[config.mk]
export PLATFORM = sky130hd
export DESIGN_NAME = page_first_fit_allocator_core_flat
export DESIGN_NICKNAME = d
export VERILOG_FILES = /design/src/rtl/pffa_pkg.sv /design/src/rtl/pffa_if.sv /design/src/rtl/page_first_fit_allocator_core.sv /design/src/rtl/pffa_ctrl.sv /design/src/rtl/pffa_dp.sv /design/src/flat_wrapper.sv
export VERILOG_INCLUDE_DIRS = /design/src /design/src/rtl
export SDC_FILE = /design/constraint.sdc
export NUM_CORES = 1
export LEC_CHECK = 0
export BUFFER_PORTS_ARGS = -buffer_cell sky130_fd_sc_hd__buf_2
export CORE_UTILIZATION = 56
export DETAILED_ROUTE_END_ITERATION = 8
export PLACE_DENSITY = 0.75
export SLEW_MARGIN = 20
export SYNTH_ARGS = -nofsm -noshare
export SYNTH_HDL_FRONTEND = slang
export SYNTH_SLANG_ARGS = --single-unit
[constraint.sdc]
create_clock -name clk -period 4.3 [get_ports clk]
set_input_delay 0.43 -clock clk [delete_from_list [all_inputs] [get_ports clk]]
set_output_delay 0.43 -clock clk [all_outputs]
set_load 0.05 [all_outputs]
[src/rtl/page_first_fit_allocator_core_defines.svh]
// ---------------------------------------------------------------------------
// page first-fit allocator assertion macros
// property wrappers used by the checks at the end of the top level
// ---------------------------------------------------------------------------
`ifndef PAGE_FIRST_FIT_ALLOCATOR_CORE_DEFINES_SVH
`define PAGE_FIRST_FIT_ALLOCATOR_CORE_DEFINES_SVH

`ifndef SYNTH
`define PFFA_ASSERT_NOW(name, cond) \
  name: assert property (@(posedge clk) disable iff (rst) (cond)) \
    else $error("pffa check failed");
`define PFFA_ASSERT_NEXT(name, ante, cons) \
  name: assert property (@(posedge clk) disable iff (rst) (ante) |=> (cons)) \
    else $error("pffa check failed");
`else
`define PFFA_ASSERT_NOW(name, cond)
`define PFFA_ASSERT_NEXT(name, ante, cons)
`endif

`endif

[src/rtl/pffa_pkg.sv]
// ---------------------------------------------------------------------------
// page first-fit allocator package
// sizes, controller states and the command and status bundles
// ---------------------------------------------------------------------------
`timescale 1ns / 1ps

package pffa_pkg;

  localparam int MAX_PAGES   = 64;
  localparam int QW_PER_PAGE = 256;
  localparam int PAGE_W      = $clog2(MAX_PAGES);
  localparam int CNT_W       = $clog2(MAX_PAGES + 1);
  localparam int QW_W        = 9;
  localparam int OFFS_W      = 19;

  typedef enum logic [1:0] {
    ST_IDLE,
    ST_SCAN,
    ST_RESP
  } state_t;

  typedef struct packed {
    logic start;
    logic scan;
    logic commit;
    logic fail;
  } cmd_t;

  typedef struct packed {
    logic limit_zero;
    logic chk_valid;
    logic fit;
    logic last;
  } status_t;

endpackage

[src/rtl/pffa_if.sv]
// ---------------------------------------------------------------------------
// page first-fit allocator channels
// request and result handshake bundles
// ---------------------------------------------------------------------------
`timescale 1ns / 1ps

interface pffa_req_if;
  logic       valid;
  logic       ready;
  logic [8:0] quad_words;

  modport source (output valid, output quad_words, input ready);
  modport sink (input valid, input quad_words, output ready);
endinterface

interface pffa_rsp_if;
  logic        valid;
  logic        ready;
  logic        granted;
  logic [5:0]  page_index;
  logic [8:0]  first_quad_word;
  logic [18:0] byte_offset;

  modport source (output valid, output granted, output page_index,
                  output first_quad_word, output byte_offset, input ready);
  modport sink (input valid, input granted, input page_index,
                input first_quad_word, input byte_offset, output ready);
endinterface

[src/rtl/page_first_fit_allocator_core.sv]
// ---------------------------------------------------------------------------
// page first-fit allocator core
// first-fit quadword allocation over up to 64 pages of 256 quadwords
// ---------------------------------------------------------------------------
// One request is handled at a time. The scan walks the pages from page 0
// and stops at the first page that fits or after the last page; a page
// count of zero fails at acceptance without a scan. The free-count memory
// has one read port, so the scan checks one page per cycle. The next
// request is taken once the result has been handed off.
// Page counts are full (256) after reset with no clearing pass.
`timescale 1ns / 1ps

`include "page_first_fit_allocator_core_defines.svh"

module page_first_fit_allocator_core
  import pffa_pkg::*;
(
  input  logic             clk,
  input  logic             rst,
  input  logic             cfg_wr_en,
  input  logic [CNT_W-1:0] cfg_wr_data,
  pffa_req_if.sink         req,
  pffa_rsp_if.source       rsp
);

  cmd_t    cmd;
  status_t st;

  pffa_ctrl u_ctrl (
    .clk       (clk),
    .rst       (rst),
    .in_valid  (req.valid),
    .in_ready  (req.ready),
    .out_valid (rsp.valid),
    .out_ready (rsp.ready),
    .st        (st),
    .cmd       (cmd)
  );

  pffa_dp u_dp (
    .clk                 (clk),
    .rst                 (rst),
    .cfg_wr_en           (cfg_wr_en),
    .cfg_wr_data         (cfg_wr_data),
    .in_quad_words       (req.quad_words),
    .cmd                 (cmd),
    .st                  (st),
    .res_granted         (rsp.granted),
    .res_page_index      (rsp.page_index),
    .res_first_quad_word (rsp.first_quad_word),
    .res_byte_offset     (rsp.byte_offset)
  );

  `PFFA_ASSERT_NOW(a_no_overlap, !(req.ready && rsp.valid))
  `PFFA_ASSERT_NOW(a_commit_fits, !cmd.commit || (st.chk_valid && st.fit))
  `PFFA_ASSERT_NEXT(a_commit_resp, cmd.commit, rsp.valid && rsp.granted)
  `PFFA_ASSERT_NOW(a_fail_zero, !(rsp.valid && !rsp.granted) || (rsp.page_index == '0 && rsp.first_quad_word == '0 && rsp.byte_offset == '0))

endmodule

[src/rtl/pffa_ctrl.sv]
// ---------------------------------------------------------------------------
// page first-fit allocator controller
// sequences accept, page scan and result hand-off
// ---------------------------------------------------------------------------
`timescale 1ns / 1ps

module pffa_ctrl
  import pffa_pkg::*;
(
  input  logic    clk,
  input  logic    rst,
  input  logic    in_valid,
  output logic    in_ready,
  output logic    out_valid,
  input  logic    out_ready,
  input  status_t st,
  output cmd_t    cmd
);

  state_t state;
  state_t state_next;

  always_ff @(posedge clk) begin
    if (rst) begin
      state <= ST_IDLE;
    end else begin
      state <= state_next;
    end
  end

  always_comb begin
    state_next = state;
    unique case (state)
      ST_IDLE: begin
        if (in_valid) begin
          state_next = st.limit_zero ? ST_RESP : ST_SCAN;
        end
      end
      ST_SCAN: begin
        if (st.chk_valid && (st.fit || st.last)) begin
          state_next = ST_RESP;
        end
      end
      ST_RESP: begin
        if (out_ready) begin
          state_next = ST_IDLE;
        end
      end
      default: state_next = ST_IDLE;
    endcase
  end

  always_comb begin
    cmd       = '0;
    in_ready  = 1'b0;
    out_valid = 1'b0;
    unique case (state)
      ST_IDLE: begin
        in_ready  = 1'b1;
        cmd.start = in_valid;
        cmd.fail  = in_valid && st.limit_zero;
      end
      ST_SCAN: begin
        cmd.scan   = 1'b1;
        cmd.commit = st.chk_valid && st.fit;
        cmd.fail   = st.chk_valid && !st.fit && st.last;
      end
      ST_RESP: begin
        out_valid = 1'b1;
      end
      default: begin
        cmd = '0;
      end
    endcase
  end

endmodule

[src/rtl/pffa_dp.sv]
// ---------------------------------------------------------------------------
// page first-fit allocator datapath
// free-count memory, scan pointer, fit compare and result register
// ---------------------------------------------------------------------------
`timescale 1ns / 1ps

module pffa_dp
  import pffa_pkg::*;
(
  input  logic              clk,
  input  logic              rst,
  input  logic              cfg_wr_en,
  input  logic [CNT_W-1:0]  cfg_wr_data,
  input  logic [QW_W-1:0]   in_quad_words,
  input  cmd_t              cmd,
  output status_t           st,
  output logic              res_granted,
  output logic [PAGE_W-1:0] res_page_index,
  output logic [QW_W-1:0]   res_first_quad_word,
  output logic [OFFS_W-1:0] res_byte_offset
);

  logic [QW_W-1:0]      free_mem [MAX_PAGES];
  logic [MAX_PAGES-1:0] written;

  logic [CNT_W-1:0]  page_count;
  logic [CNT_W-1:0]  limit;
  logic [QW_W-1:0]   size;
  logic [CNT_W-1:0]  rd_ptr;
  logic [PAGE_W-1:0] chk_ptr;
  logic              chk_valid;
  logic [QW_W-1:0]   rd_data;
  logic              rd_written;

  logic              issue;
  logic [QW_W-1:0]   avail;
  logic [QW_W-1:0]   first;
  logic [CNT_W-1:0]  limit_next;

  assign issue      = cmd.scan && (rd_ptr < limit);
  assign avail      = rd_written ? rd_data : QW_W'(QW_PER_PAGE);
  assign first      = QW_W'(QW_PER_PAGE) - avail;
  assign limit_next = (page_count > CNT_W'(MAX_PAGES)) ? CNT_W'(MAX_PAGES) : page_count;

  assign st.limit_zero = (page_count == '0);
  assign st.chk_valid  = chk_valid;
  assign st.fit        = (avail >= size);
  assign st.last       = ((CNT_W'(chk_ptr) + CNT_W'(1)) == limit);

  // config register
  always_ff @(posedge clk) begin
    if (rst) begin
      page_count <= CNT_W'(MAX_PAGES);
    end else if (cfg_wr_en) begin
      page_count <= cfg_wr_data;
    end
  end

  // scan control
  always_ff @(posedge clk) begin
    if (rst) begin
      chk_valid <= 1'b0;
      rd_ptr    <= '0;
    end else if (cmd.start) begin
      chk_valid <= 1'b0;
      rd_ptr    <= '0;
    end else begin
      chk_valid <= issue;
      if (issue) begin
        rd_ptr <= rd_ptr + CNT_W'(1);
      end
    end
  end

  always_ff @(posedge clk) begin
    if (cmd.start) begin
      size  <= in_quad_words;
      limit <= limit_next;
    end
    if (issue) begin
      chk_ptr <= rd_ptr[PAGE_W-1:0];
    end
  end

  // entries never written read as a full page
  always_ff @(posedge clk) begin
    if (rst) begin
      written <= '0;
    end else if (cmd.commit) begin
      written[chk_ptr] <= 1'b1;
    end
  end

  always_ff @(posedge clk) begin
    if (issue) begin
      rd_written <= written[rd_ptr[PAGE_W-1:0]];
    end
  end

  always_ff @(posedge clk) begin
    if (cmd.commit) begin
      free_mem[chk_ptr] <= avail - size;
    end
    if (issue) begin
      rd_data <= free_mem[rd_ptr[PAGE_W-1:0]];
    end
  end

  // result register
  always_ff @(posedge clk) begin
    if (cmd.commit) begin
      res_granted         <= 1'b1;
      res_page_index      <= chk_ptr;
      res_first_quad_word <= first;
      res_byte_offset     <= {1'b0, chk_ptr, 12'b0} + {6'b0, first, 4'b0};
    end else if (cmd.fail) begin
      res_granted         <= 1'b0;
      res_page_index      <= '0;
      res_first_quad_word <= '0;
      res_byte_offset     <= '0;
    end
  end

endmodule
[src/flat_wrapper.sv]
// flat-port wrapper written by rule: the top's interface ports become plain ports
module page_first_fit_allocator_core_flat import pffa_pkg::*;
  (clk, rst, cfg_wr_en, cfg_wr_data, req_valid, req_quad_words, req_ready, rsp_valid, rsp_granted, rsp_page_index, rsp_first_quad_word, rsp_byte_offset, rsp_ready);
  pffa_req_if req_i ();
  pffa_rsp_if rsp_i ();
  input  logic clk;
  input  logic rst;
  input  logic cfg_wr_en;
  input  logic [CNT_W-1:0] cfg_wr_data;
  input wire logic [$bits(req_i.valid)-1:0] req_valid;
  input wire logic [$bits(req_i.quad_words)-1:0] req_quad_words;
  output wire logic [$bits(req_i.ready)-1:0] req_ready;
  output wire logic [$bits(rsp_i.valid)-1:0] rsp_valid;
  output wire logic [$bits(rsp_i.granted)-1:0] rsp_granted;
  output wire logic [$bits(rsp_i.page_index)-1:0] rsp_page_index;
  output wire logic [$bits(rsp_i.first_quad_word)-1:0] rsp_first_quad_word;
  output wire logic [$bits(rsp_i.byte_offset)-1:0] rsp_byte_offset;
  input wire logic [$bits(rsp_i.ready)-1:0] rsp_ready;
  assign req_i.valid = req_valid;
  assign req_i.quad_words = req_quad_words;
  assign req_ready = req_i.ready;
  assign rsp_valid = rsp_i.valid;
  assign rsp_granted = rsp_i.granted;
  assign rsp_page_index = rsp_i.page_index;
  assign rsp_first_quad_word = rsp_i.first_quad_word;
  assign rsp_byte_offset = rsp_i.byte_offset;
  assign rsp_i.ready = rsp_ready;
  page_first_fit_allocator_core u_core (.clk(clk), .rst(rst), .cfg_wr_en(cfg_wr_en), .cfg_wr_data(cfg_wr_data), .req(req_i), .rsp(rsp_i));
endmodule
Yosys cells after proc, flatten, opt, wreduce, memory -nomap -nowiden
Memories as Yosys holds them, arrays and structs flattened. A register that Yosys moved wholly into a read port is not among the register bits.
Cells that the tools add are included.
- $add $sub $neg: 5
- reduce and logical (&&, ||, !) cells: 14
- bitwise operators: 1
- mux-type cells: 23
- order comparisons: 6
- equal/unequal tests: 6
- operator list (cell ; count):
    64-bit bitwise OR ; 1
    19-bit two-way mux ; 2
    9-bit two-way mux ; 3
    18-bit by 13-bit adder with 19-bit output ; 1
    6-bit by 7-bit < comparator with 1-bit output, second input constant ; 2
    6-bit two-way mux ; 2
    2-bit two-way mux ; 5
    9-bit greater-or-equal comparator ; 1
    9-bit subtractor ; 1
    9-bit subtractor, first input constant ; 1
    6-bit by 1-bit adder with 7-bit output, second input constant ; 1
    7-bit by 1-bit adder with 7-bit output, second input constant ; 1
    7-bit == test ; 1
    7-bit greater-than comparator, second input constant ; 1
    1-bit logical AND ; 7
    7-bit logical NOT ; 1
    7-bit < comparator ; 1
    1-bit two-way mux ; 7
    1-bit binary-select mux with 6-bit select ; 1
    1-bit demux with 6-bit select ; 1
    6-bit by 1-bit greater-or-equal comparator with 1-bit output, second input constant ; 1
    2-bit != test, second input constant ; 3
    2-bit case mux with 3 select lines ; 1
    3-bit AND reduction ; 1
    other kinds (8) ; 8
- bits in writable memories: 576
- flip-flop bits (word level): 139
- input bits: 21
- memories kept: 1
- memory list (name ; words ; bits a word ; rd ports ; clocked after memory_dff ; wr ports ; RTL line ; RTL):
    u_core.u_dp.free_mem ; 64 ; 9 ; 1 ; 1 ; 1 ; pffa_dp.sv:23 ; logic [QW_W-1:0] free_mem [MAX_PAGES];

Longest topological paths before layout
Gate-level depths: netlist of the first run.
- depth in word-level cells: 8
- depth in mapped cells: 12
- gate-level depth less buffers: 11

By module
Synthesis of the first run repeated with hierarchy kept, for this count alone.
- cell total of the unflattened synthesis: 1595
- area total of the unflattened synthesis: 28230.8 um^2
- modules (own cells, without submodules) (module ; instances ; cells each ; area an instance (um^2)):
    pffa_dp ; 1 ; 1577 ; 28083.2
    pffa_ctrl ; 1 ; 18 ; 147.6

Least setup slack after synthesis of the first run
OpenSTA, ideal clock, no wires.
- kind: flip-flop to flip-flop
- start: reg u_core.u_dp.rd_written
- end: mem u_core.u_dp.free_mem[0][6] (data pin)
- period minus slack after synthesis: 4.311 ns
- slack: -0.011 ns
- stages on the path, launching flop included: 11
- arrival time: 3.743 ns
- cells stage by stage: edfxtp_1 -> clkbuf_1 -> nand2_1 -> ha_1 -> inv_1 -> fa_1 -> a21oi_1 -> maj3_1 -> o21bai_1 -> a21oi_1 -> xnor2_1
- longest elaborated chain between the ends: 2
- ends and longest elaborated chain (what ; RTL line ; RTL):
    start, declared ; pffa_dp.sv:33 ; logic rd_written;
    start signal, assigned ; pffa_dp.sv:96 ; rd_written <= written[rd_ptr[PAGE_W-1:0]];
    9-bit two-way mux ; pffa_dp.sv:41 ; assign avail = rd_written ? rd_data : QW_W'(QW_PER_PAGE);
    9-bit subtractor ; pffa_dp.sv:102 ; free_mem[chk_ptr] <= avail - size;
    end, declared ; pffa_dp.sv:23 ;
Every way passes these cells.

Worst setup path in the final report of the first run
- start: reg u_core.u_dp.rd_written
- end: mem u_core.u_dp.free_mem[13][4], enable pin
- longest elaborated chain between the ends: 6
- ends and longest elaborated chain (what ; RTL line ; RTL):
    9-bit two-way mux ; pffa_dp.sv:41 ;
    9-bit greater-or-equal comparator ; pffa_dp.sv:47 ; assign st.fit = (avail >= size);
    1-bit logical AND ; pffa_ctrl.sv:65 ; cmd.commit = st.chk_valid && st.fit;
    2-bit two-way mux ; pffa_ctrl.sv:57 ; unique case (state)
    1-bit two-way mux ; pffa_dp.sv:101 ; if (cmd.commit) begin
    1-bit two-way mux (implied by the code) ; pffa_dp.sv:102 ;
Every way passes these cells.

==> out/summary.txt, run 1 <==
Number of synthesized flops with an enable pin: 630
GPL Wtd Cong: 0.870
Worst hold start: cfg_wr_data[6]
Tightest Hold Check Type: in -> reg
Die height: 228 um
Critical-path maximum fanout: 24
Most frequent cells in the layout: edfxtp_1, mux4_2, buf_4
Initial Utilization: 57.0%
First-pass iteration count of the detailed router: 7
RR Startpoint: u_core.u_dp.rd_written
N_diodes: 0
Via/cell ratio: 6.35
Dominant cell type by area after synthesis: edfxtp_1
P per Cell Area: 462 nW/um2
Clk root buf: clkbuf_16
DP Worst Slack: 0.298 ns
CP Class: reg -> reg
Avg WL per Cell: 27.1 um
CTS resizes: 0
Std-Cell Rows: 82
Final Skew: 0.0352 ns
I/O Buffers: 53
Hpwl dp: 40.4 mm
DR iter-0 viols: 1782
Total grt overflow: 0
Worst R2R Setup Slack: 0.14 ns
Vias after detailed routing: 15100
Lkg Pwr: 0.0103 uW
Syn_area_per_cell: 18.6 um2
Share of the yosys chip area belonging to registers: 71.7%
Largest net degree at the start of global routing: 75
Cell variety after synth: 59
Synth warn: 0
Share of post-route cells with drive strength above 1: 28.9%
Clk slew on worst S/H paths: 0.06 ns
TritonCTS clock tree: built
Crit-path max cell delay: 0.79 ns
Post-synth top flop: edfxtp_1
CP Cell Sequence: nand2_1 > inv_1 > ha_1 > nand3_1 > nor3_1 > o21ai_0 > a21o_2 > or3_1 > nor2_1
I/O pin total: 58
Final setup vio count: 0
WP data arrival: 4.39 ns
Area contributors post-synth: edfxtp_1, mux4_2, dfxtp_1
Reg-to-reg endpoint: u_core.u_dp.free_mem[13][4]
Max-slew violations: 0
Synth Cell Area: 28700 um2
CTS buffer count: 70
Htree depth: 3
Clock tree buffer depth: 3
# Max-Cap Violations: 0
Fmax: 0.240 GHz
Gate Count Post-Synth: 1540
Final worst-path setup slack: 0.137 ns
RSZ-0062 raised after global routing: false
Setup TNS: 0 ns
Maximum vdd drop: 0.281 mV
CP required: 4.52 ns
First-pass GRT wire length: 96.0 mm
Hold path endpoint: u_core.u_dp.page_count[6]
#FFs+latches synth: 712
DRC: 0
WHS Path Cells: 2
Worst Setup Start Kind: flip-flop
Slew HR: 30.1%
Final wirelength: 64.3 mm
Period minus WS final: 4.16 ns
DIE AREA: 52100 um2
Core Footprint: 50400 um2
Worst setup EP type: flip-flop
Die width: 228 um
Asr flop ratio synth: 0%
Final Hold Vio Count: 0
Initial antenna violation count: 0
Slew @ Worst Pin: 1.05 ns
Clk sinks: 712
Vias in the first global route: 15100
R2R cell count: 9
Clock Latency Late Sink: 0.62 ns
Net count, final: 1695
Tot GR Track Use: 25.2%
Syn-to-layout area delta: 12.9%
Crit-path slowest cell: or3_1
Status: finished, final reports clean
Area share of the largest cell type after synthesis: 65.9%
Antenna-violating nets left: 0
Tcrit/Tclk final: 96.8%
Most common cell after layout, fill and taps aside: edfxtp_1
==> synth_stat cells, drive strengths merged (7+ instances only) <==
cell type and number:
edfxtp 630, mux4 182, dfxtp 82, nor2 64, buf 58, inv 54, clkbuf 53, nor3 42
nand2 39, mux2i 37, o21ba 36, o22ai 23, xnor2 23, a21oi 21, ha 19, nand3 16
o32ai 16, or2 16, nor2b 15, and3 13, a211oi 11, or3 10, and2 9, a22oi 8
o21ai 7
==> layout make-up <==
cell class | count | area, um2
sequential | 712 | 20600
clock inverter | 30 | 295
clock buffer | 91 | 1910
inverter | 54 | 204
tap | 672 | 841
fill | 3296 | 18000
multi-input combinational | 666 | 7460
timing repair buffer | 150 | 1110
==> timing repair <==
item | 4_1_cts | 5_1_grt
endpoints found under the hold margin | 8 | 0
hold buffers | 8 | 0
endpoints found under the setup margin | 0 | 0
setup buffers | 0 | 0
==> sequential cells by signal, indices dropped and copies added (netlist names), 2 cells and up <==
name / flops
u_core.u_ctrl.state: 2
u_core.u_dp.chk_ptr: 6
u_core.u_dp.free_mem: 576
u_core.u_dp.limit: 7
u_core.u_dp.page_count: 7
u_core.u_dp.rd_data: 9
u_core.u_dp.rd_ptr: 7
u_core.u_dp.res_byte_offset: 7
u_core.u_dp.res_first_quad_word: 9
u_core.u_dp.res_page_index: 6
u_core.u_dp.size: 9
u_core.u_dp.written: 64
==> per-stage QoR <==
stage / total power [uW] / instance area (um2) / hold slack (ns) / cells / utilization, %
2_1_floorplan: 8740 / 28700 / 0.427 / 1543 / -
3_3_place_gp: 9130 / 30100 / 0.440 / 2245 / 59.7
3_5_place_dp: 9180 / 30100 / 0.447 / 2245 / 59.7
4_1_cts: 15000 / 32400 / 0.0152 / 2374 / 64.3
5_1_grt: 15400 / 32400 / 0.0384 / 2375 / 64.3
6_report: 15000 / 32400 / 0.0379 / 2375 / 64.3
==> power by group <==
group	switching (uW)	internal (uW)	total (uW)
sequential	52.3	7860	7920
clock	2480	3440	5920
combinational	762	362	1120
==> how the worst max path moves through the flow <==
stage	from	endpoint	slack, ns	cells after the start
global placement	u_core.u_dp.rd_written	u_core.u_dp.free_mem[5][4]	0.36	8
floorplan	u_core.u_dp.rd_written	u_core.u_dp.free_mem[0][7]	0.12	10
detailed placement	u_core.u_dp.rd_written	u_core.u_dp.free_mem[13][5]	0.30	9
CTS	u_core.u_dp.rd_written	u_core.u_dp.free_mem[13][2]	0.24	9
finish	u_core.u_dp.rd_written	u_core.u_dp.free_mem[13][4]	0.14	9
global route	u_core.u_dp.rd_written	u_core.u_dp.free_mem[13][4]	0.02	9
==> critical path: cells and delay by family, from the launching register on <==
family                     cells  cell delay, ns
and+or+nand+nor                5            2.12
AOI/OAI and AO/OA              2            0.56
DFF                            1            0.54
adders and majority gates      1            0.47
buffers and inverters          1            0.08
==> routing by layer <==
layer	wire length, um	vias to the layer above	share of wire (%)	global-route usage (%)
met4	2360	0	3.7	10.6
met3	5040	130	7.8	3.66
li1	-	6389	-	-
met5	0	-	0	0
met1	26000	7802	41	36.0
met2	30800	766	48	39.5
==> logic make-up (layout without fill, tap and decap cells) <==
logic type | Yosys count | in the layout | synth area share (%)
buf+inv | 165 | 325 | 2.68
compound gates | 150 | 150 | 4.02
other cells | 1 | 4 | 0.0131
mux | 222 | 222 | 15.7
fa+ha+maj | 21 | 21 | 0.933
xor+xnor | 25 | 25 | 0.763
simple gates | 244 | 244 | 4.23
flops | 712 | 712 | 71.7
Note: power is estimated with default switching activity, not from simulation.
==> run 2, diff against run 1 <==
==> constraint.sdc (replaced) <==
create_clock -name clk -period 4.3 [get_ports clk]
set_input_delay 0.86 -clock clk [delete_from_list [all_inputs] [get_ports clk]]
set_output_delay 0.86 -clock clk [all_outputs]
set_load 0.05 [all_outputs]
==> out/summary.txt, run 2 (synthesis gave the netlist of run 1 again) <==
Critical-path maximum fanout: 12
Final wirelength: 64.3 mm
Max-slew violations: 0
Avg WL per Cell: 27.1 um
Lkg Pwr: 0.0103 uW
Net count, final: 1686
CTS buffer count: 70
Total grt overflow: 0
Slew HR: 25.6%
N_diodes: 0
Antenna-violating nets left: 0
DP Worst Slack: 0.348 ns
DR iter-0 viols: 1654
Htree depth: 3
RSZ-0062 raised after global routing: false
I/O pin total: 58
Initial Utilization: 57.0%
Die height: 228 um
# Max-Cap Violations: 0
Biggest regs: u_core.u_dp.free_mem: 576 flops, u_core.u_dp.written: 64 flops
Most common cell after layout, fill and taps aside: edfxtp_1
CP Class: reg -> reg
Worst setup EP type: flip-flop
DIE AREA: 52100 um2
Filler cells: 3305
Hold path endpoint: u_core.u_dp.size[8]
P per Cell Area: 469 nW/um2
Syn-to-layout area delta: 12.8%
Vias in the first global route: 15400
Tot GR Track Use: 25.4%
Setup Fix Bufs, Post-CTS: 0
Worst Setup Start Kind: flip-flop
Tcrit/Tclk final: 92.4%
Die width: 228 um
Via/cell ratio: 6.37
Largest net degree at the start of global routing: 65
Post-route design area: 32400 um2
Area of the multi-input gates: 7460 um2
First-pass iteration count of the detailed router: 5
Largest Register: u_core.u_dp.free_mem
Worst hold start: req_quad_words[8]
Final setup vio count: 0
Std-Cell Rows: 82
RR Startpoint: u_core.u_dp.rd_written
CP required: 4.52 ns
WP data arrival: 4.19 ns
CTS resizes: 0
# hold bufs at CTS: 0
Setup TNS: 0 ns
Layout Cells excl Fill: 2369
Period minus WS final: 3.97 ns
DRC: 0
GPL Wtd Cong: 0.881
Reg-to-reg endpoint: u_core.u_dp.free_mem[5][7]
Share of post-route cells with drive strength above 1: 29.3%
Hpwl dp: 39.8 mm
Most frequent cells in the layout: edfxtp_1, mux4_2, buf_4
Placed cell area: 30100 um2
Final worst-path setup slack: 0.327 ns
Fmax: 0.252 GHz
Max FFs per register: 576
I/O Buffers: 53
Slew @ Worst Pin: 1.11 ns
Clk root buf: clkbuf_16
Final Hold Vio Count: 0
First-pass GRT wire length: 98.1 mm
Status: finished, final reports clean
Worst R2R Setup Slack: 0.33 ns
Maximum vdd drop: 0.290 mV
TritonCTS clock tree: built
Clk sinks: 712
Vias after detailed routing: 15100
Final Skew: 0.0284 ns
R2R cell count: 9
Tightest Hold Check Type: in -> reg
Clock Latency Late Sink: 0.60 ns
Placed cells: 2245
Core Footprint: 50400 um2
Clk slew on worst S/H paths: 0.06 ns
Storage cell area: 20600 um2
WHS Path Cells: 1
Clock tree buffer depth: 3
Initial antenna violation count: 0
## run 2: cell types whose count changed in the layout (fill, tap and decap cells not counted), sizes merged
cell         previous run  this run
dlygate4sd3             8         0
inv                    55        54
clkbuf                 91        88
buf                   142       141
bufinv                  5         9
clkinvlp                2         3
clkinv                 22        24
## run 2: per-stage QoR
step	hold slack [ns]	utilization (%)	total power, uW
final	0.446	64.2	15200
after global routing	0.441	64.2	15600
after CTS	0.425	64.2	15200
after detailed placement	0.444	59.7	9180
after global placement	0.440	59.7	9130
after floorplan	0.427	-	8740
## run 2: per-layer routing
layer  global-route usage, %  vias to the layer above  wire [um]
met5                       0                        -          0
met4                    10.6                        0       2470
met3                    4.70                      142       5340
met2                    39.3                      753      30200
met1                    36.1                     7843      26300
li1                        -                     6364          -
## run 2: power by group
group | switching, uW | internal, uW
sequential | 54.3 | 7870
combinational | 750 | 338
clock | 2510 | 3640
## run 2: layout make-up
type / instances / share of cell area (%)
Timing Repair Buffer: 141 / 3.09
Sequential cell: 712 / 63.6
Inverter: 54 / 0.630
Multi-Input combinational cell: 666 / 23.0
Clock buffer: 88 / 5.82
Tap cell: 672 / 2.60
Clock inverter: 36 / 1.25
## run 2: how the worst max path moves through the flow
stage               cells after the start  slack (ns)              startpoint                           to
finish                                  9        0.33  u_core.u_dp.rd_written   u_core.u_dp.free_mem[5][7]
global route                           11        0.15  u_core.u_dp.rd_written  u_core.u_dp.free_mem[28][2]
CTS                                     8        0.33  u_core.u_dp.rd_written   u_core.u_dp.free_mem[5][7]
detailed placement                      8        0.35  u_core.u_dp.rd_written   u_core.u_dp.free_mem[5][1]
global placement                        8        0.48  u_core.u_dp.rd_written  u_core.u_dp.free_mem[29][1]
floorplan                              10        0.12  u_core.u_dp.rd_written   u_core.u_dp.free_mem[0][7]
## run 2: critical path, stage by stage (launching register included)
cell      delay, ns
edfxtp_1       0.53
nand2_1        0.20
inv_1          0.06
ha_1           0.45
nand3b_1       0.19
nand3_1        0.14
o21ai_0        0.14
a21o_2         0.36
or3_1          0.73
nor2_1         0.79
